File: config.mk
export PLATFORM = sky130hd
export DESIGN_NAME = dominant_color_fade_pixel
export DESIGN_NICKNAME = d
export VERILOG_FILES = /design/src/design/dcf_pkg.sv /design/src/design/dcf_fader.sv /design/src/design/dcf_pixel.sv /design/src/design/dominant_color_fade_pixel.sv
export SDC_FILE = /design/constraint.sdc
export NUM_CORES = 1
export LEC_CHECK = 0
export BUFFER_PORTS_ARGS = -buffer_cell sky130_fd_sc_hd__buf_2
export CAP_MARGIN = 20
export CORE_ASPECT_RATIO = 1.4
export CORE_MARGIN = 8
export CORE_UTILIZATION = 50
export DETAILED_ROUTE_END_ITERATION = 10
export PLACE_DENSITY = 0.72
export SYNTH_ARGS = -nofsm -noshare
export SYNTH_HDL_FRONTEND = slang
export SYNTH_SLANG_ARGS = --single-unit
File: constraint.sdc
create_clock -name clk -period 4.92 [get_ports clk]
set_clock_uncertainty 0.05 [all_clocks]
set_input_delay 0.492 -clock clk [delete_from_list [all_inputs] [get_ports clk]]
set_output_delay 0.492 -clock clk [all_outputs]
set_load 0.05 [all_outputs]
File: src/design/dcf_pkg.sv
// ----------------------------------------------------------------------------
// dcf_pkg
// Shared types and codes for the dominant color fade pixel block.
// ----------------------------------------------------------------------------
package dcf_pkg;

	// Signed 7-bit fader value, as held in the registers and positions
	typedef logic signed [6:0] fade_t;

	// Item kinds carried on cmd
	typedef enum logic {
		CMD_FRAME = 1'b0,
		CMD_PIXEL = 1'b1
	} cmd_t;

	// Configuration register indexes
	typedef enum logic [2:0] {
		CFG_ENABLED        = 3'd0,
		CFG_FADE_LOW       = 3'd1,
		CFG_FADE_MID       = 3'd2,
		CFG_FADE_HIGH      = 3'd3,
		CFG_BEAT_MODE      = 3'd4,
		CFG_BEAT_FADE_LOW  = 3'd5,
		CFG_BEAT_FADE_MID  = 3'd6,
		CFG_BEAT_FADE_HIGH = 3'd7
	} cfg_idx_t;

	// Beat mode codes; bit one alone selects random draws
	localparam logic [1:0] BEAT_NONE = 2'd0;
	localparam logic [1:0] BEAT_LOAD = 2'd1;
	localparam int unsigned BEAT_RAND_BIT = 1;

	localparam int unsigned CFG_DATA_W = 7;

	// Draw offsets
	localparam fade_t DRAW_BIAS   = 7'sd6;
	localparam fade_t DRAW_B_BIAS = 7'sd32;
	localparam fade_t DRAW_B_NEAR = 7'sd16;
	localparam fade_t DRAW_B_FAR  = 7'sd32;

	// Register file contents
	typedef struct packed {
		logic       enabled;
		fade_t      fade_low;
		fade_t      fade_mid;
		fade_t      fade_high;
		logic [1:0] beat_mode;
		fade_t      beat_fade_low;
		fade_t      beat_fade_mid;
		fade_t      beat_fade_high;
	} cfg_t;

	// Frame-start request handed to the fader unit
	typedef struct packed {
		logic       upd;
		logic       beat;
		logic       skip;
		logic [4:0] draw_a;
		logic [5:0] draw_b;
		logic [4:0] draw_c;
	} frame_req_t;

	// Fader state seen by the pixel path
	typedef struct packed {
		logic            active;
		fade_t [2:0]     pos;
	} fader_state_t;

endpackage

File: src/design/dcf_fader.sv
// ----------------------------------------------------------------------------
// dcf_fader
// Fader positions and frame-active flag, updated once per frame-start request.
// ----------------------------------------------------------------------------
module dcf_fader (
	input  logic                 clk,
	input  logic                 arst_n,
	input  dcf_pkg::cfg_t        cfg,
	input  dcf_pkg::frame_req_t  req,
	output dcf_pkg::fader_state_t state
);
	import dcf_pkg::*;

	fade_t [2:0] pos_q;
	logic        active_q;
	fade_t [2:0] pos_d;
	logic        active_d;
	fade_t       rnd_b;
	fade_t       vb;

	function automatic fade_t step_toward(input fade_t p, input fade_t t);
		if (p < t) begin
			return p + 7'sd1;
		end else if (p > t) begin
			return p - 7'sd1;
		end
		return p;
	endfunction

	// Fold draw_b into a value far from zero
	always_comb begin
		vb = $signed({1'b0, req.draw_b}) - DRAW_B_BIAS;
		if (vb < 0 && vb > -DRAW_B_NEAR) begin
			rnd_b = -DRAW_B_FAR;
		end else if (vb >= 0 && vb < DRAW_B_NEAR) begin
			rnd_b = DRAW_B_FAR;
		end else begin
			rnd_b = vb;
		end
	end

	// Pick the next positions; in the step branch the mid and high targets stay crossed
	always_comb begin
		active_d = active_q;
		pos_d    = pos_q;
		if (req.upd) begin
			active_d = cfg.enabled && !req.skip;
			if (active_d) begin
				priority if (cfg.beat_mode == BEAT_NONE) begin
					pos_d[0] = cfg.fade_low;
					pos_d[1] = cfg.fade_mid;
					pos_d[2] = cfg.fade_high;
				end else if (req.beat && cfg.beat_mode[BEAT_RAND_BIT]) begin
					pos_d[0] = $signed({2'b00, req.draw_a}) - DRAW_BIAS;
					pos_d[1] = rnd_b;
					pos_d[2] = $signed({2'b00, req.draw_c}) - DRAW_BIAS;
				end else if (req.beat) begin
					pos_d[0] = cfg.beat_fade_low;
					pos_d[1] = cfg.beat_fade_mid;
					pos_d[2] = cfg.beat_fade_high;
				end else begin
					pos_d[0] = step_toward(pos_q[0], cfg.fade_low);
					pos_d[1] = step_toward(pos_q[1], cfg.fade_high);
					pos_d[2] = step_toward(pos_q[2], cfg.fade_mid);
				end
			end
		end
	end

	// Hold state between frame starts
	always_ff @(posedge clk or negedge arst_n) begin
		if (!arst_n) begin
			active_q <= 1'b0;
			pos_q    <= '0;
		end else begin
			active_q <= active_d;
			pos_q    <= pos_d;
		end
	end

	assign state.active = active_q;
	assign state.pos    = pos_q;

	// Positions only move on a frame-start request
	a_hold_idle: assert property (@(posedge clk) disable iff (!arst_n)
		!req.upd |=> $stable(pos_q) && $stable(active_q))
		else $error("fader state changed without a frame start");

	// An inactive frame leaves the positions alone
	a_skip_hold: assert property (@(posedge clk) disable iff (!arst_n)
		req.upd && (!cfg.enabled || req.skip) |=> !active_q && $stable(pos_q))
		else $error("skipped frame changed fader positions");

	// Steps move the low position by at most one unit
	a_step_small: assert property (@(posedge clk) disable iff (!arst_n)
		req.upd && cfg.beat_mode != BEAT_NONE && !req.beat && cfg.enabled && !req.skip
		|=> (pos_q[0] - $past(pos_q[0]) <= 7'sd1) && ($past(pos_q[0]) - pos_q[0] <= 7'sd1))
		else $error("fader step larger than one unit");

endmodule

File: src/design/dcf_pixel.sv
// ----------------------------------------------------------------------------
// dcf_pixel
// Dominant-channel classification and clamped fade of one pixel.
// ----------------------------------------------------------------------------
module dcf_pixel (
	input  logic                  enabled,
	input  dcf_pkg::fader_state_t state,
	input  logic [31:0]           pixel_in,
	output logic [31:0]           pixel_out
);
	import dcf_pkg::*;

	logic [7:0]        lo, mi, hi;
	logic signed [9:0] d1, d2;
	fade_t             o0, o1, o2;

	function automatic logic [7:0] add_clamp(input logic [7:0] b, input fade_t o);
		logic signed [9:0] s;
		s = $signed({2'b00, b}) + 10'(o);
		if (s < 0) begin
			return 8'd0;
		end else if (s[8]) begin
			return 8'hFF;
		end
		return s[7:0];
	endfunction

	assign lo = pixel_in[7:0];
	assign mi = pixel_in[15:8];
	assign hi = pixel_in[23:16];
	assign d1 = $signed({2'b00, mi}) - $signed({2'b00, hi});
	assign d2 = $signed({2'b00, hi}) - $signed({2'b00, lo});

	// Choose offsets by dominant channel; mid against low decides d1 versus -d2
	always_comb begin
		priority if (d1 > 0 && mi > lo) begin
			o0 = state.pos[2]; o1 = state.pos[1]; o2 = state.pos[0];
		end else if (d2 < 0 && mi < lo) begin
			o0 = state.pos[1]; o1 = state.pos[0]; o2 = state.pos[2];
		end else if (d1 < 0 && d2 > 0) begin
			o0 = state.pos[0]; o1 = state.pos[2]; o2 = state.pos[1];
		end else begin
			o0 = state.pos[2]; o1 = state.pos[2]; o2 = state.pos[2];
		end
	end

	// Pass the pixel through outside an active, enabled frame
	always_comb begin
		if (!state.active || !enabled) begin
			pixel_out = pixel_in;
		end else begin
			pixel_out = {pixel_in[31:24], add_clamp(hi, o2), add_clamp(mi, o1),
				add_clamp(lo, o0)};
		end
	end

endmodule

File: src/design/dominant_color_fade_pixel.sv
// ----------------------------------------------------------------------------
// dominant_color_fade_pixel
// Per-frame fader update and per-pixel dominant color fade.
// ----------------------------------------------------------------------------
// Usage:
//   The input channel (in_valid / in_stall) carries two request kinds chosen
//   by cmd: a frame start (beat, skip_frame, draw_a/b/c) that updates three
//   fader positions, and a pixel that is faded with them. Each pixel request
//   yields one request on the output channel (out_valid / out_stall); a
//   frame start yields none.
//   A pixel passes the input register, then the result register, on its
//   way to the output. Throughput is one request per cycle while the
//   output does not stall; the fader update of a frame start is seen by
//   the very next pixel. When the receiver stalls, the result register
//   holds; one more pixel waits in the input register, after which
//   in_stall rises. Frame starts never wait on the output.
//   The configuration port (cfg_we, cfg_index, cfg_data) writes one register
//   per cycle and should be used only while no request is in flight.
//   Reset loads the register defaults, clears the faders and marks no frame
//   active, so pixels pass unchanged until the first frame start.
// ----------------------------------------------------------------------------
module dominant_color_fade_pixel (
	input  logic        clk,
	input  logic        arst_n,
	input  logic        in_valid,
	output logic        in_stall,
	input  logic        cmd,
	input  logic [31:0] pixel_in,
	input  logic        beat,
	input  logic        skip_frame,
	input  logic [4:0]  draw_a,
	input  logic [5:0]  draw_b,
	input  logic [4:0]  draw_c,
	output logic        out_valid,
	input  logic        out_stall,
	output logic [31:0] pixel_out,
	input  logic        cfg_we,
	input  logic [2:0]  cfg_index,
	input  logic [dcf_pkg::CFG_DATA_W-1:0] cfg_data
);
	import dcf_pkg::*;

	cfg_t         cfg_q;
	logic         valid_s1;
	cmd_t         cmd_s1;
	logic [31:0]  pixel_s1;
	logic         beat_s1, skip_s1;
	logic [4:0]   draw_a_s1, draw_c_s1;
	logic [5:0]   draw_b_s1;
	logic         valid_s2;
	logic [31:0]  pixel_s2;
	logic         adv_out;
	logic         take_s1;
	frame_req_t   freq;
	fader_state_t fstate;
	logic [31:0]  faded;

	// Write configuration registers
	always_ff @(posedge clk or negedge arst_n) begin
		if (!arst_n) begin
			cfg_q.enabled        <= 1'b1;
			cfg_q.fade_low       <= 7'sd8;
			cfg_q.fade_mid       <= -7'sd8;
			cfg_q.fade_high      <= -7'sd8;
			cfg_q.beat_mode      <= BEAT_NONE;
			cfg_q.beat_fade_low  <= 7'sd8;
			cfg_q.beat_fade_mid  <= -7'sd8;
			cfg_q.beat_fade_high <= -7'sd8;
		end else if (cfg_we) begin
			unique case (cfg_idx_t'(cfg_index))
				CFG_ENABLED:        cfg_q.enabled        <= cfg_data[0];
				CFG_FADE_LOW:       cfg_q.fade_low       <= cfg_data;
				CFG_FADE_MID:       cfg_q.fade_mid       <= cfg_data;
				CFG_FADE_HIGH:      cfg_q.fade_high      <= cfg_data;
				CFG_BEAT_MODE:      cfg_q.beat_mode      <= cfg_data[1:0];
				CFG_BEAT_FADE_LOW:  cfg_q.beat_fade_low  <= cfg_data;
				CFG_BEAT_FADE_MID:  cfg_q.beat_fade_mid  <= cfg_data;
				CFG_BEAT_FADE_HIGH: cfg_q.beat_fade_high <= cfg_data;
				default:            cfg_q                <= cfg_q;
			endcase
		end
	end

	// Stage handshake: frame starts drain at once, pixels need a free output
	assign adv_out  = !valid_s2 || !out_stall;
	assign take_s1  = valid_s1 && (cmd_s1 == CMD_FRAME || adv_out);
	assign in_stall = valid_s1 && !take_s1;

	// Capture the request in the input register
	always_ff @(posedge clk or negedge arst_n) begin
		if (!arst_n) begin
			valid_s1 <= 1'b0;
		end else if (!in_stall) begin
			valid_s1 <= in_valid;
		end
	end

	always_ff @(posedge clk) begin
		if (in_valid && !in_stall) begin
			cmd_s1    <= cmd_t'(cmd);
			pixel_s1  <= pixel_in;
			beat_s1   <= beat;
			skip_s1   <= skip_frame;
			draw_a_s1 <= draw_a;
			draw_b_s1 <= draw_b;
			draw_c_s1 <= draw_c;
		end
	end

	// Frame-start request to the fader unit
	always_comb begin
		freq.upd    = take_s1 && cmd_s1 == CMD_FRAME;
		freq.beat   = beat_s1;
		freq.skip   = skip_s1;
		freq.draw_a = draw_a_s1;
		freq.draw_b = draw_b_s1;
		freq.draw_c = draw_c_s1;
	end

	dcf_fader u_fader (
		.clk    (clk),
		.arst_n (arst_n),
		.cfg    (cfg_q),
		.req    (freq),
		.state  (fstate)
	);

	dcf_pixel u_pixel (
		.enabled   (cfg_q.enabled),
		.state     (fstate),
		.pixel_in  (pixel_s1),
		.pixel_out (faded)
	);

	// Advance the result register
	always_ff @(posedge clk or negedge arst_n) begin
		if (!arst_n) begin
			valid_s2 <= 1'b0;
		end else if (adv_out) begin
			valid_s2 <= take_s1 && cmd_s1 == CMD_PIXEL;
		end
	end

	always_ff @(posedge clk) begin
		if (adv_out && take_s1 && cmd_s1 == CMD_PIXEL) begin
			pixel_s2 <= faded;
		end
	end

	assign out_valid = valid_s2;
	assign pixel_out = pixel_s2;

	// Input stalls only behind a pixel blocked by a stalled output
	a_stall_cause: assert property (@(posedge clk) disable iff (!arst_n)
		in_stall |-> valid_s1 && cmd_s1 == CMD_PIXEL && valid_s2 && out_stall)
		else $error("input stalled without a blocked pixel");

	// A pixel leaving the input register shows up on the output
	a_pixel_out: assert property (@(posedge clk) disable iff (!arst_n)
		take_s1 && cmd_s1 == CMD_PIXEL |=> out_valid)
		else $error("pixel request lost");

	// A frame start never produces a result
	a_frame_silent: assert property (@(posedge clk) disable iff (!arst_n)
		take_s1 && cmd_s1 == CMD_FRAME && !(valid_s2 && out_stall) |=> !out_valid)
		else $error("frame start produced a result");

endmodule
==> After elaboration in Yosys (flattened, before gate mapping) <==
Cells that the tools add are included.
{ "word_totals": {"in_bits": 66, "word_cells": 165, "output_inout_bits": 34, "reg_bits": 152} }
{ "op_classes": {"eq_ne": 7, "n_lt_le_gt_ge": 19, "muxes": 62, "add_sub_neg": 14, "n_bitwise": 1, "n_reduce_logical": 40} }
{ "op_table": {"columns": ["operator", "n"], "rows": [
  ["2-to-1 mux 7 bit", 19],
  ["2-to-1 mux 8 bit", 9],
  ["2-to-1 mux 21 bit", 3],
  ["adder 9 x 7 -> 10 bit", 3],
  ["< comparator 10 x 1 -> 1 bit, second input constant", 3],
  ["2-to-1 mux 1 bit", 30],
  ["2-to-1 mux 24 bit", 1],
  ["adder 7 x 2 -> 7 bit, second input constant", 3],
  ["> comparator 7 bit", 3],
  ["< comparator 7 bit", 3],
  ["subtractor 7 x 2 -> 7 bit, second input constant", 3],
  ["> comparator 9 x 1 -> 1 bit, second input constant", 2],
  ["< comparator 9 x 1 -> 1 bit, second input constant", 2],
  ["subtractor 8 x 8 -> 9 bit", 2],
  ["AND reduction 2 bit", 8],
  ["logical AND 1 bit", 14],
  ["== test 3 bit, second input constant", 4],
  ["nonzero test 4 bit", 3],
  ["subtractor 5 x 3 -> 6 bit, second input constant", 2],
  ["AND reduction 3 bit", 3],
  ["> comparator 8 bit", 1],
  ["< comparator 8 bit", 1],
  ["greater-or-equal comparator 7 x 1 -> 1 bit, second input constant", 1],
  ["> comparator 7 x 5 -> 1 bit, second input constant", 1],
  ["10 further kinds", 19]
]} }

==> Depth between registers and ports, before layout <==
Gate-level depths: netlist of run 1.
{ "depth": {"depth_word": 12, "ltp_mapped": 24, "ltp_nobuf": 23} }

==> Modules after synthesis <==
From an unflattened synthesis of run 1, not the netlist that was laid out.
{ "hier_totals": {"hier_cells": 1005, "area_unflattened_um2": 10311.1} }
{ "by_module_without_submodules": {"columns": ["mod", "area_per_inst_um2", "cells_each", "seq_area_each_um2", "n_inst"], "rows": [
  ["dominant_color_fade_pixel", 4474.3, 198, 3692.3, 1],
  ["dcf_pixel", 3049.2, 425, 0.0, 1],
  ["dcf_fader", 2787.7, 382, 550.5, 1]
]} }

==> Least setup slack after synthesis of run 1 <==
Ideal clock, no wire load.
{ "synth_path": {"path_kind": "register -> register", "from": "register pixel_s1[0]", "to": "register pixel_s2[16] (netlist: pixel_out[16]), data pin", "stages_incl_launch_ff": 22, "n_path_buf": 2, "period_less_slack_ps": 5054, "required_ps": 4585, "arrival_time_ps": 4719, "setup_time_ps": 285, "path_slack_ps": -134, "cell_sequence": "edfxtp_1 -> ha_1 -> fa_1 -> and2b_1 -> o21ai_1 -> a311o_1 -> a221o_1 -> o31a_1 -> buf_4 -> buf_2 -> mux2i_1 -> a21oi_1 -> ha_1 -> fa_1 -> a21o_1 -> a21o_1 -> nand2_1 -> a211oi_1 -> nor2_1 -> and4_1 -> a211oi_2 -> a22oi_1"} }
{ "synth_via": {"elab_chain_cells": 12, "elab_cells_between_ends": 19, "classes_between": "add/sub (2); order compare (5); mux (9); reduce/logical (3)"} }
{ "synth_lines": {"columns": ["item", "line_no", "text"], "rows": [
  ["start, declared", "dominant_color_fade_pixel.sv:46", "logic [31:0] pixel_s1;"],
  ["start signal, assigned", "dominant_color_fade_pixel.sv:101", "pixel_s1 <= pixel_in;"],
  ["subtractor 8 x 8 -> 9 bit", "dcf_pixel.sv:32", "assign d2 = $signed({2'b00, hi}) - $signed({2'b00, lo});"],
  ["> comparator 9 x 1 -> 1 bit", "dcf_pixel.sv:40", "end else if (d1 < 0 && d2 > 0) begin"],
  ["logical AND 1 bit", "dcf_pixel.sv:40", null],
  ["2-to-1 mux 7 bit", "dcf_pixel.sv:40", null],
  ["2-to-1 mux 7 bit", "dcf_pixel.sv:38", "end else if (d2 < 0 && mi < lo) begin"],
  ["2-to-1 mux 7 bit (*)", "dcf_pixel.sv:36", "priority if (d1 > 0 && mi > lo) begin"],
  ["adder 9 x 7 -> 10 bit (*)", "dcf_pixel.sv:19", "s = $signed({2'b00, b}) + 10'(o);"],
  ["< comparator 10 x 1 -> 1 bit / 2-to-1 mux 1 bit (equally long branches)", "dcf_pixel.sv:20, dcf_pixel.sv:22", null],
  ["2-to-1 mux 1 bit", "dcf_pixel.sv:20", "if (s < 0) begin"],
  ["2-to-1 mux 1 bit", "dcf_pixel.sv:49", "if (!state.active || !enabled) begin"],
  ["2-to-1 mux 8 bit (*)", "dcf_pixel.sv:25", "return s[7:0];"],
  ["2-to-1 mux 24 bit (*)", "dcf_pixel.sv:49", null],
  ["net faded[16]", "dominant_color_fade_pixel.sv:56", "logic [31:0] faded;"],
  ["end signal, assigned", "dominant_color_fade_pixel.sv:146", "pixel_s2 <= faded;"],
  ["end, declared", "dominant_color_fade_pixel.sv:51", "logic [31:0] pixel_s2;"]
]} }
Mark *: on every way through the listed nets, which the timed path passes. The rest lies on a longest branch. The select of a mux whose other input is x is not followed.
A chain may end at the register's enable or synchronous reset.

==> Worst setup path in the final report of run 1 <==
{ "layout_path": {"from": "register pixel_s1[16]", "to": "register pixel_s2[7] (netlist: pixel_out[7]), data pin"} }
{ "layout_via": {"elab_chain_cells": 12, "elab_cells_between_ends": 20, "classes_between": "add/sub (3); order compare (5); mux (9); reduce/logical (3)"} }
{ "layout_lines": {"columns": ["item", "line_no"], "rows": [
  ["subtractor 8 x 8 -> 9 bit, on equally long branches", "dcf_pixel.sv:31, dcf_pixel.sv:32"],
  ["< comparator 9 x 1 -> 1 bit / > comparator 9 x 1 -> 1 bit (equally long branches)", "dcf_pixel.sv:40"],
  ["logical AND 1 bit", "dcf_pixel.sv:40"],
  ["2-to-1 mux 7 bit", "dcf_pixel.sv:40"],
  ["2-to-1 mux 7 bit", "dcf_pixel.sv:38"],
  ["2-to-1 mux 7 bit (*)", "dcf_pixel.sv:36"],
  ["adder 9 x 7 -> 10 bit (*)", "dcf_pixel.sv:19"],
  ["< comparator 10 x 1 -> 1 bit / 2-to-1 mux 1 bit (equally long branches)", "dcf_pixel.sv:20, dcf_pixel.sv:22"],
  ["2-to-1 mux 1 bit", "dcf_pixel.sv:20"],
  ["2-to-1 mux 1 bit", "dcf_pixel.sv:49"],
  ["2-to-1 mux 8 bit (*)", "dcf_pixel.sv:25"],
  ["2-to-1 mux 24 bit (*)", "dcf_pixel.sv:49"],
  ["net faded[7]", "dominant_color_fade_pixel.sv:56"]
]} }
Marked as above.

==> results of run 1 <==
-- per-stage QoR --
step	setup WS, ns	area (sq um)	hold slack [ns]
2_1_floorplan	0.00365	9890	0.146
3_3_place_gp	-0.0932	11200	0.352
3_5_place_dp	-0.138	11200	0.355
4_1_cts	0.00138	11900	0.159
5_1_grt	-0.0388	12200	0.162
6_report	0.124	12200	0.171
-- flip-flops by register name, indices dropped and copies added (netlist names), 5 cells and up --
register and flops:
draw_a_s1 5, pixel_out 32, cfg_q 45, draw_b_s1 6
u_fader.state 21, pixel_s1 32, draw_c_s1 5
-- final cells by class --
type,count,share of cell area
Clock inverter,8,0.00473
Tap cell,252,0.0259
Inverter,71,0.0219
Timing Repair Buffer,194,0.104
Sequential cell,152,0.349
Multi-Input combinational cell,695,0.452
Clock buffer,24,0.0435
-- final timing paths --
path,to,cells after the start,startpoint
worst max register to register,pixel_out[7],21,pixel_s1[16]
max in group asynchronous,u_fader.state[10],2,arst_n
worst min register to register,pixel_out[31],0,pixel_s1[31]
min in group asynchronous,cfg_q[16],2,arst_n
worst max-delay path,pixel_out[7],21,pixel_s1[16]
worst min-delay path,beat_s1,1,beat
-- where the power goes --
group | switching (mW) | leakage [nW] | internal (mW)
Sequential | 0.287 | 1.60 | 1.60
Combinational | 2.07 | 3.39 | 1.79
Clock | 0.536 | 0.286 | 0.756
Total | 2.89 | 5.28 | 4.15
-- worst reg2reg max path: cells and delay by family, from the launching register on --
family	cells	cell delay, ns
AOI/OAI and AO/OA	9	2.05
adders and majority gates	3	0.85
buffers and inverters	5	0.67
DFF	1	0.40
muxes	1	0.14
and+or+nand+nor	3	0.48
-- timing repair --
item / 4_1_cts / 5_1_grt
hold endpoints to repair: 0 / 0
buffers inserted: 9 / 8
pin swaps: 9 / 21
resized for setup: 16 / 59
setup endpoints to repair: 24 / 24
-- layout by cell type, fill, tap and decap left out, types with 5 or more instances in the layout --
master / n
a211oi_1: 6
a211oi_2: 5
a21o_1: 19
a21oi_1: 54
a21oi_2: 17
a221o_1: 9
a22oi_1: 10
a31oi_1: 5
buf_2: 99
buf_4: 86
buf_6: 7
clkbuf_16: 20
dfrtp_1: 50
dfstp_2: 19
edfxtp_1: 83
ha_1: 83
inv_1: 67
mux2_2: 35
mux2i_1: 22
nand2_1: 66
nand2b_1: 8
nand3_1: 6
nand4_1: 8
nor2_1: 59
nor2b_1: 12
nor3_1: 7
nor3b_1: 5
o211ai_1: 13
o21a_1: 13
o21ai_0: 66
o21ai_1: 7
o21bai_1: 7
o22ai_1: 8
o41ai_1: 5
or2_2: 6
xnor2_1: 29
xor2_1: 14
-- layer usage --
metal,GRT usage,wire [microns],share of wire,vias to the layer above
met1,0.228,10100,0.38,3957
met4,0.163,1620,0.060,0
met3,0.0402,1090,0.040,98
met5,0,0,0,-
li1,-,-,-,3866
met2,0.389,14100,0.52,240
-- kinds of logic after synthesis --
| kind of cell | synth area share |
|---|---|
| buffers and inverters | 0.0414 |
| flip-flops | 0.430 |
| adder cells (fa/ha/maj) | 0.129 |
| XOR/XNOR | 0.0381 |
| AO/OA/AOI/OAI | 0.195 |
| multiplexers | 0.0660 |
| AND/OR/NAND/NOR | 0.101 |
==> flow_metrics.env, run 1 <==
export IMPL_ctsLongestPathBuffers=2
export IMPL_synthMostInstantiatedCell="ha_1"
export IMPL_synthTopCellsByCount="ha_1, edfxtp_1, o21ai_0, a21oi_1, inv_1"
export IMPL_vias=8161
export IMPL_crit_buf_inv=5
export IMPL_synth_cell_type_count=74
export IMPL_post_route_period_util=0.975
export IMPL_finalHoldViolations=0
export IMPL_synthCells=950
export IMPL_cp_slowest_stage_delay_ns=0.40
export IMPL_die_x_microns=135
export IMPL_final_antenna_net_count=0
export IMPL_setup_violations=0
export IMPL_firstDrtPassIters=5
export IMPL_status="finished, final reports clean"
export IMPL_diodes=0
export IMPL_path_cells="inv_2, ha_4, fa_2, and2b_1, o21ai_1, a311o_1, a221o_1, o31a_1, buf_4, buf_6, buf_4, mux2i_1, nor2_1, ha_1, o21ai_0, a21oi_2, and2_4, a211o_1, a211oi_4, buf_6, a221o_1"
export IMPL_leakage_nw=5.28
export IMPL_grt_overflow=0
export IMPL_clockRootBuffer="clkbuf_16"
export IMPL_nNetsFinal=1294
export IMPL_critPathLaunchType="flop"
export IMPL_grt_usage=0.221
export IMPL_gp_congestion=0.970
export IMPL_grt_pass1_wl_mm=42.1
export IMPL_fin_tns_setup_ns=0
export IMPL_synth_top_cell_by_area="edfxtp_1"
export IMPL_initial_utilization=0.503
export IMPL_ios=100
export IMPL_dp_hpwl_mm=20.1
export IMPL_cp_end_kind="flop"
export IMPL_crit_type="flop to flop"
export IMPL_cp_top_family="compound AO/OA/AOI/OAI gates"
export IMPL_maxCapViolCount=0
export IMPL_grt_start_max_net_pins=70
export IMPL_io_buffers=99
export IMPL_drc=0
export IMPL_syn_to_final_growth_pct=23.2
export IMPL_chipHeight_microns=182
export IMPL_final_util=0.620
export IMPL_h_tree_depth=4
export IMPL_yosys_warnings=0
export IMPL_hold_path_class="primary input to flop"
export IMPL_vias_per_cell=5.85
export IMPL_ys_async_sr_fraction=0.454
export IMPL_slowest_stage="edfxtp_1"
export IMPL_routedWlPerCell_microns=19.3
export IMPL_clkSinkCount=152
export IMPL_fmax_mhz=209
export IMPL_multi_input_area_sq_mm=0.00549
export IMPL_ys_top_cells_by_area="edfxtp_1, dfrtp_1, ha_1"
export IMPL_rows=61
export IMPL_cts_buffers=17
export IMPL_synth_fp_nets=1113
export IMPL_drt_iter0_markers=497
export IMPL_place_inst=1347
export IMPL_cts_tree="yes"
export IMPL_die_area_sq_mm=0.0246
export IMPL_ir_drop_mv=0.347
export IMPL_synthFlopType="edfxtp_1"
export IMPL_filler_cell_count=1567
export IMPL_critPathArrivalTime_ns=5.05
export IMPL_drive_gt1_frac=0.313
export IMPL_antenna_found_initial=0
export IMPL_layout_cells_non_filler=1396
export IMPL_cp_required_ns=5.18
export IMPL_synth_seq_cells=152
export IMPL_slew_headroom=0.264
export IMPL_yosysTopAreaCellShare=0.252
export IMPL_grt_pass1_vias=8244
export IMPL_slew_viol_final=0
export IMPL_seq_area_sq_mm=0.00424
export IMPL_core_area_sq_mm=0.0196
export IMPL_hold_buffers=0
export IMPL_routed_wl_mm=26.9
export IMPL_rrSetupSlack_ns=0.12
export IMPL_totalPowerFinal_mw=7.04
export IMPL_yosysSeqAreaShare=0.430
export IMPL_cp_max_fo=7
export IMPL_syn_area_sq_mm=0.00988
export IMPL_min_period_ns=4.80
export IMPL_powerDensity_mw_per_mm2=578
export IMPL_synth_area_per_cell_sq_um=10.4
export IMPL_path_clk_slew_ns=0.07
export IMPL_synth_edf_count=83
export IMPL_clock_latency_ns=0.44
export IMPL_worstMarginPinSlew_ns=1.10
(Power assumes the default switching activity.)
==> run 2, diff against run 1 <==
--- a/config.mk
+++ b/config.mk
@@ -5,7 +5,8 @@
 export SDC_FILE = /design/constraint.sdc
 export NUM_CORES = 1
 export LEC_CHECK = 0
-export BUFFER_PORTS_ARGS = -buffer_cell sky130_fd_sc_hd__buf_2
+export ABC_CLOCK_PERIOD_IN_PS = 4920
+export BUFFER_PORTS_ARGS = -buffer_cell sky130_fd_sc_hd__buf_4
 export CAP_MARGIN = 20
 export CORE_ASPECT_RATIO = 1.4
 export CORE_MARGIN = 8
==> flow_metrics.env, run 2 (synthesized netlist as in run 1, its figures left out) <==
export IMPL_grt_pass1_wl_mm=43.3
export IMPL_cp_end_kind="flop"
export IMPL_cp_top_family="simple AND/OR/NAND/NOR gates"
export IMPL_met2_usage=0.406
export IMPL_setup_violations=8
export IMPL_cp_required_ns=5.05
export IMPL_routed_wl_mm=28.4
export IMPL_drive_gt1_frac=0.352
export IMPL_path_depth=24
export IMPL_crit_buf_inv=9
export IMPL_firstDrtPassIters=8
export IMPL_slowest_stage="or4_4"
export IMPL_drc=0
export IMPL_min_period_ns=4.97
export IMPL_cts_buffers=17
export IMPL_rr_worst_depth=24
export IMPL_cp_slowest_stage_delay_ns=0.54
export IMPL_antenna_found_initial=0
export IMPL_slew_viol_final=0
export IMPL_crit_type="flop to flop"
export IMPL_final_antenna_net_count=0
export IMPL_place_inst=1366
export IMPL_syn_to_final_growth_pct=31.4
export IMPL_layout_cells_non_filler=1436
export IMPL_ctsLongestPathBuffers=2
export IMPL_dpl_cell_area_sq_mm=0.0116
export IMPL_largest_reg_flops=45
export IMPL_core_area_sq_mm=0.0196
export IMPL_ir_drop_mv=0.340
export IMPL_maxCapViolCount=0
export IMPL_fmax_mhz=201
export IMPL_rsz0062_at_grt="yes"
export IMPL_path_clk_slew_ns=0.06
export IMPL_h_tree_depth=4
export IMPL_gp_congestion=0.929
export IMPL_vias=8282
export IMPL_filler_cell_count=1531
export IMPL_clockRootBuffer="clkbuf_16"
export IMPL_ios=100
export IMPL_path_cells="buf_4, inv_1, ha_1, buf_4, nand2_1, o21ai_0, mux2i_1, a21oi_1, o31ai_4, buf_12, buf_8, buf_12, clkbuf_16, or2_2, nand2_2, inv_2, ha_4, or4_4, o21ai_4, nor2_4, and4_4, a211oi_4, buf_6, a22oi_1"
export IMPL_dp_hpwl_mm=20.5
export IMPL_clock_latency_ns=0.44
export IMPL_status="finished, violations left"
export IMPL_setup_ws_ns=-0.0484
export IMPL_rows=61
export IMPL_drt_iter0_markers=631
export IMPL_finalHoldViolations=0
export IMPL_leakage_nw=5.63
export IMPL_grt_overflow=0
export IMPL_final_common_cell="buf_4"
export IMPL_vias_per_cell=5.77
export IMPL_die_x_microns=135
export IMPL_routedWlPerCell_microns=19.7
export IMPL_critPathArrivalTime_ns=5.09
export IMPL_cp_max_fo=8
export IMPL_violations="negative setup slack"
export IMPL_regMostFlops="cfg_q"
export IMPL_clkSinkCount=152
export IMPL_stdcell_area_sq_mm=0.0130
export IMPL_post_route_period_util=1.01
export IMPL_grtUsageMet1=0.237
export IMPL_grt_pass1_vias=8404
export IMPL_chipHeight_microns=182
export IMPL_die_area_sq_mm=0.0246
export IMPL_multi_input_area_sq_mm=0.00564
export IMPL_final_util=0.661
export IMPL_slew_headroom=0.251
export IMPL_grt_usage=0.226
export IMPL_cts_tree="yes"
export IMPL_nNetsFinal=1334
export IMPL_io_buffers=99
export IMPL_initial_utilization=0.503
export IMPL_critPathLaunchType="flop"
export IMPL_grt_start_max_net_pins=70
export IMPL_grtUsageMet3=0.0366
export IMPL_top_usage_layer="met2"
export IMPL_hold_path_class="primary input to async pin"
export IMPL_seq_area_sq_mm=0.00424
export IMPL_powerDensity_mw_per_mm2=579
export IMPL_diodes=0
export IMPL_layout_common_cells="buf_4, edfxtp_1, ha_1"
export IMPL_worstMarginPinSlew_ns=1.11
## run 2: cell types whose count changed in the layout (fill, tap and decap cells not counted), moves of 3 or more
cell,change
nor2_4,+3
nor2_1,-3
buf_4,+132
o21ai_0,-13
a22oi_1,-6
o21ai_2,+4
a22oi_2,+6
o21ai_1,+8
buf_2,-99
## run 2: power by group
group | switching (mW) | total, mW | internal, mW
clock network | 0.537 | 1.37 | 0.834
registers | 0.300 | 1.90 | 1.60
logic | 2.19 | 4.23 | 2.04
total | 3.03 | 7.51 | 4.47
## run 2: layout make-up
class | count | area share
sequential | 152 | 0.327
multi-input combinational | 695 | 0.435
inverter | 71 | 0.0205
clock inverter | 7 | 0.00579
clock buffer | 25 | 0.0424
timing repair buffer | 234 | 0.145
tap | 252 | 0.0243
## run 2: worst paths after layout
kind / start / endpoint / slack (ns)
min in group clk: draw_c[1] / draw_c_s1[1] / 0.17
worst min register to register: pixel_s1[31] / pixel_out[31] / 0.36
worst min-delay path: arst_n / valid_s1 / 0.11
worst max register to register: pixel_s1[22] / pixel_out[21] / -0.05
worst max-delay path: pixel_s1[22] / pixel_out[21] / -0.05
max in group asynchronous: arst_n / u_fader.state[10] / 4.09
## run 2: what timing repair did
item                                    4_1_cts  5_1_grt
hold endpoints to repair                      0        0
cloned                                        1        1
hold buffers                                  0        0
pin swaps                                    14       40
endpoints found under the setup margin       24       24
gates resized for setup                      36       89
buffers inserted                              9       26
## run 2: stage by stage
step                hold WS (ns)  setup slack (ns)  power [mW]  TNS, ns
floorplan                  0.146           0.00365        4.47        0
global placement           0.350            -0.139        5.51    -1.31
detailed placement         0.355            -0.243        5.58    -3.77
CTS                        0.150          0.000369        7.11        0
global route               0.160            -0.234        8.01    -3.92
finish                     0.109           -0.0484        7.51   -0.271
## run 2: metal layers
| metal | wire length (microns) | vias to the layer above |
|---|---|---|
| met5 | 0 | - |
| met4 | 1750 | 0 |
| met3 | 1160 | 97 |
| met2 | 14900 | 248 |
| met1 | 10500 | 3987 |
| li1 | - | 3950 |
==> run 3, diff against run 2 <==
--- a/config.mk
+++ b/config.mk
@@ -11,8 +11,10 @@
 export CORE_ASPECT_RATIO = 1.4
 export CORE_MARGIN = 8
 export CORE_UTILIZATION = 50
+export CTS_BUF_LIST = sky130_fd_sc_hd__clkbuf_16
 export DETAILED_ROUTE_END_ITERATION = 10
 export PLACE_DENSITY = 0.72
+export SLEW_MARGIN = 20
 export SYNTH_ARGS = -nofsm -noshare
 export SYNTH_HDL_FRONTEND = slang
 export SYNTH_SLANG_ARGS = --single-unit
==> flow_metrics.env, run 3 (synthesized netlist as in run 1, its figures left out) <==
export IMPL_stdcell_area_sq_mm=0.0127
export IMPL_regMostFlops="cfg_q"
export IMPL_drt_iter0_markers=588
export IMPL_finalHoldViolations=0
export IMPL_grt_pass1_vias=8401
export IMPL_place_inst=1366
export IMPL_drc=0
export IMPL_ios=100
export IMPL_final_common_cell="buf_4"
export IMPL_h_tree_depth=4
export IMPL_slew_viol_final=0
export IMPL_die_area_sq_mm=0.0246
export IMPL_layout_common_cells="buf_4, ha_1, edfxtp_1"
export IMPL_diodes=0
export IMPL_clock_latency_ns=0.44
export IMPL_startpoint="pixel_s1[0]"
export IMPL_syn_to_final_growth_pct=28.3
export IMPL_post_place_ws_ns=-0.243
export IMPL_status="finished, final reports clean"
export IMPL_totalPowerFinal_mw=7.31
export IMPL_routed_wl_mm=27.6
export IMPL_grt_usage=0.226
export IMPL_whs_ns=0.115
export IMPL_cts_tree="yes"
export IMPL_cp_max_fo=8
export IMPL_drive_gt1_frac=0.325
export IMPL_io_buffers=99
export IMPL_rr_worst_depth=22
export IMPL_vias_per_cell=5.79
export IMPL_chipHeight_microns=182
export IMPL_slew_headroom=0.288
export IMPL_largest_reg_flops=45
export IMPL_rows=61
export IMPL_rrSetupSlack_ns=0.01
export IMPL_gp_congestion=0.929
export IMPL_cp_end_kind="flop"
export IMPL_firstDrtPassIters=5
export IMPL_critPathLaunchType="flop"
export IMPL_clkSinkCount=152
export IMPL_antenna_found_initial=0
export IMPL_die_x_microns=135
export IMPL_post_route_period_util=0.997
export IMPL_fmax_mhz=204
export IMPL_cts_buffers=17
export IMPL_hold_path_class="primary input to async pin"
export IMPL_reg2reg_from="pixel_s1[0]"
export IMPL_r2r_end="pixel_out[7]"
export IMPL_nNetsFinal=1320
export IMPL_maxCapViolCount=0
export IMPL_grt_pass1_wl_mm=43.3
export IMPL_setup_ws_ns=0.0133
export IMPL_layout_cells_non_filler=1422
export IMPL_min_period_ns=4.91
export IMPL_cp_required_ns=5.06
export IMPL_clockRootBuffer="clkbuf_16"
export IMPL_crit_type="flop to flop"
export IMPL_rsz0062_at_grt="yes"
export IMPL_final_antenna_net_count=0
export IMPL_grt_overflow=0
export IMPL_core_area_sq_mm=0.0196
export IMPL_leakage_nw=5.55
export IMPL_powerDensity_mw_per_mm2=577
export IMPL_dp_hpwl_mm=20.5
export IMPL_routedWlPerCell_microns=19.4
export IMPL_dpl_cell_area_sq_mm=0.0116
export IMPL_vias=8230
export IMPL_path_clk_slew_ns=0.06
export IMPL_initial_utilization=0.503
export IMPL_critPathArrivalTime_ns=5.05
export IMPL_worstMarginPinSlew_ns=1.05
export IMPL_grt_start_max_net_pins=70
export IMPL_setup_violations=0
export IMPL_ir_drop_mv=0.330
export IMPL_ctsLongestPathBuffers=2
## run 3: changes by cell type in the layout (fill, tap and decap cells not counted), moves of 5 or more
cell,before,now
buf_6,9,4
a22oi_2,7,1
buf_4,218,213
inv_1,67,73
o21ai_0,53,60
a22oi_1,4,10
## run 3: worst max path at each step
| stage | end | slack, ns | depth (start not counted) |
|---|---|---|---|
| global route | pixel_out[2] | -0.25 | 23 |
| CTS | pixel_out[4] | 0.0009 | 22 |
| global placement | pixel_out[10] | -0.14 | 23 |
| detailed placement | pixel_out[13] | -0.24 | 22 |
| finish | pixel_out[7] | 0.01 | 22 |
| floorplan | pixel_out[16] | 0.004 | 20 |
## run 3: final cells by class
cell class | instances | area [sq um]
clock buffer | 21 | 526
clock inverter | 11 | 90.1
fill | 1591 | 6950
inverter | 71 | 267
multi-input combinational | 695 | 5500
sequential | 152 | 4240
tap | 252 | 315
timing repair buffer | 220 | 1720
## run 3: per-layer routing
layer | share of wire | track usage
met4 | 0.059 | 0.146
met3 | 0.042 | 0.0374
met1 | 0.37 | 0.237
met2 | 0.53 | 0.408
met5 | 0 | 0
## run 3: per-stage QoR
step | TNS (ns) | utilization
2_1_floorplan | 0 | -
3_3_place_gp | -1.31 | 0.590
3_5_place_dp | -3.77 | 0.590
4_1_cts | 0 | 0.631
5_1_grt | -4.23 | 0.646
6_report | 0 | 0.646
## run 3: worst max-delay path, stage by stage, from the launching register on
cell,delay [ns]
edfxtp_1,0.40
ha_2,0.21
fa_2,0.35
and2b_1,0.23
o21ai_1,0.06
a311o_1,0.35
a221o_1,0.29
o31a_1,0.28
buf_4,0.15
buf_4,0.15
mux2i_1,0.13
a21oi_2,0.21
buf_4,0.14
ha_1,0.23
a21oi_2,0.22
o22ai_2,0.10
nor2b_1,0.11
a21oi_1,0.06
and2_2,0.24
a21oi_2,0.18
a21oi_2,0.07
buf_4,0.16
a221o_1,0.31
## run 3: report_power, final
| group | internal, mW | switching, mW |
|---|---|---|
| clock | 0.812 | 0.537 |
| combinational | 1.95 | 2.12 |
| sequential | 1.60 | 0.291 |
| total | 4.36 | 2.95 |
## run 3: timing repair
action / in CTS / in global routing
pin swaps: 14 / 25
gates resized for setup: 36 / 41
hold buffers: 0 / 0
setup buffers: 9 / 13
gates cloned: 1 / 0
endpoints found under the setup margin: 24 / 24
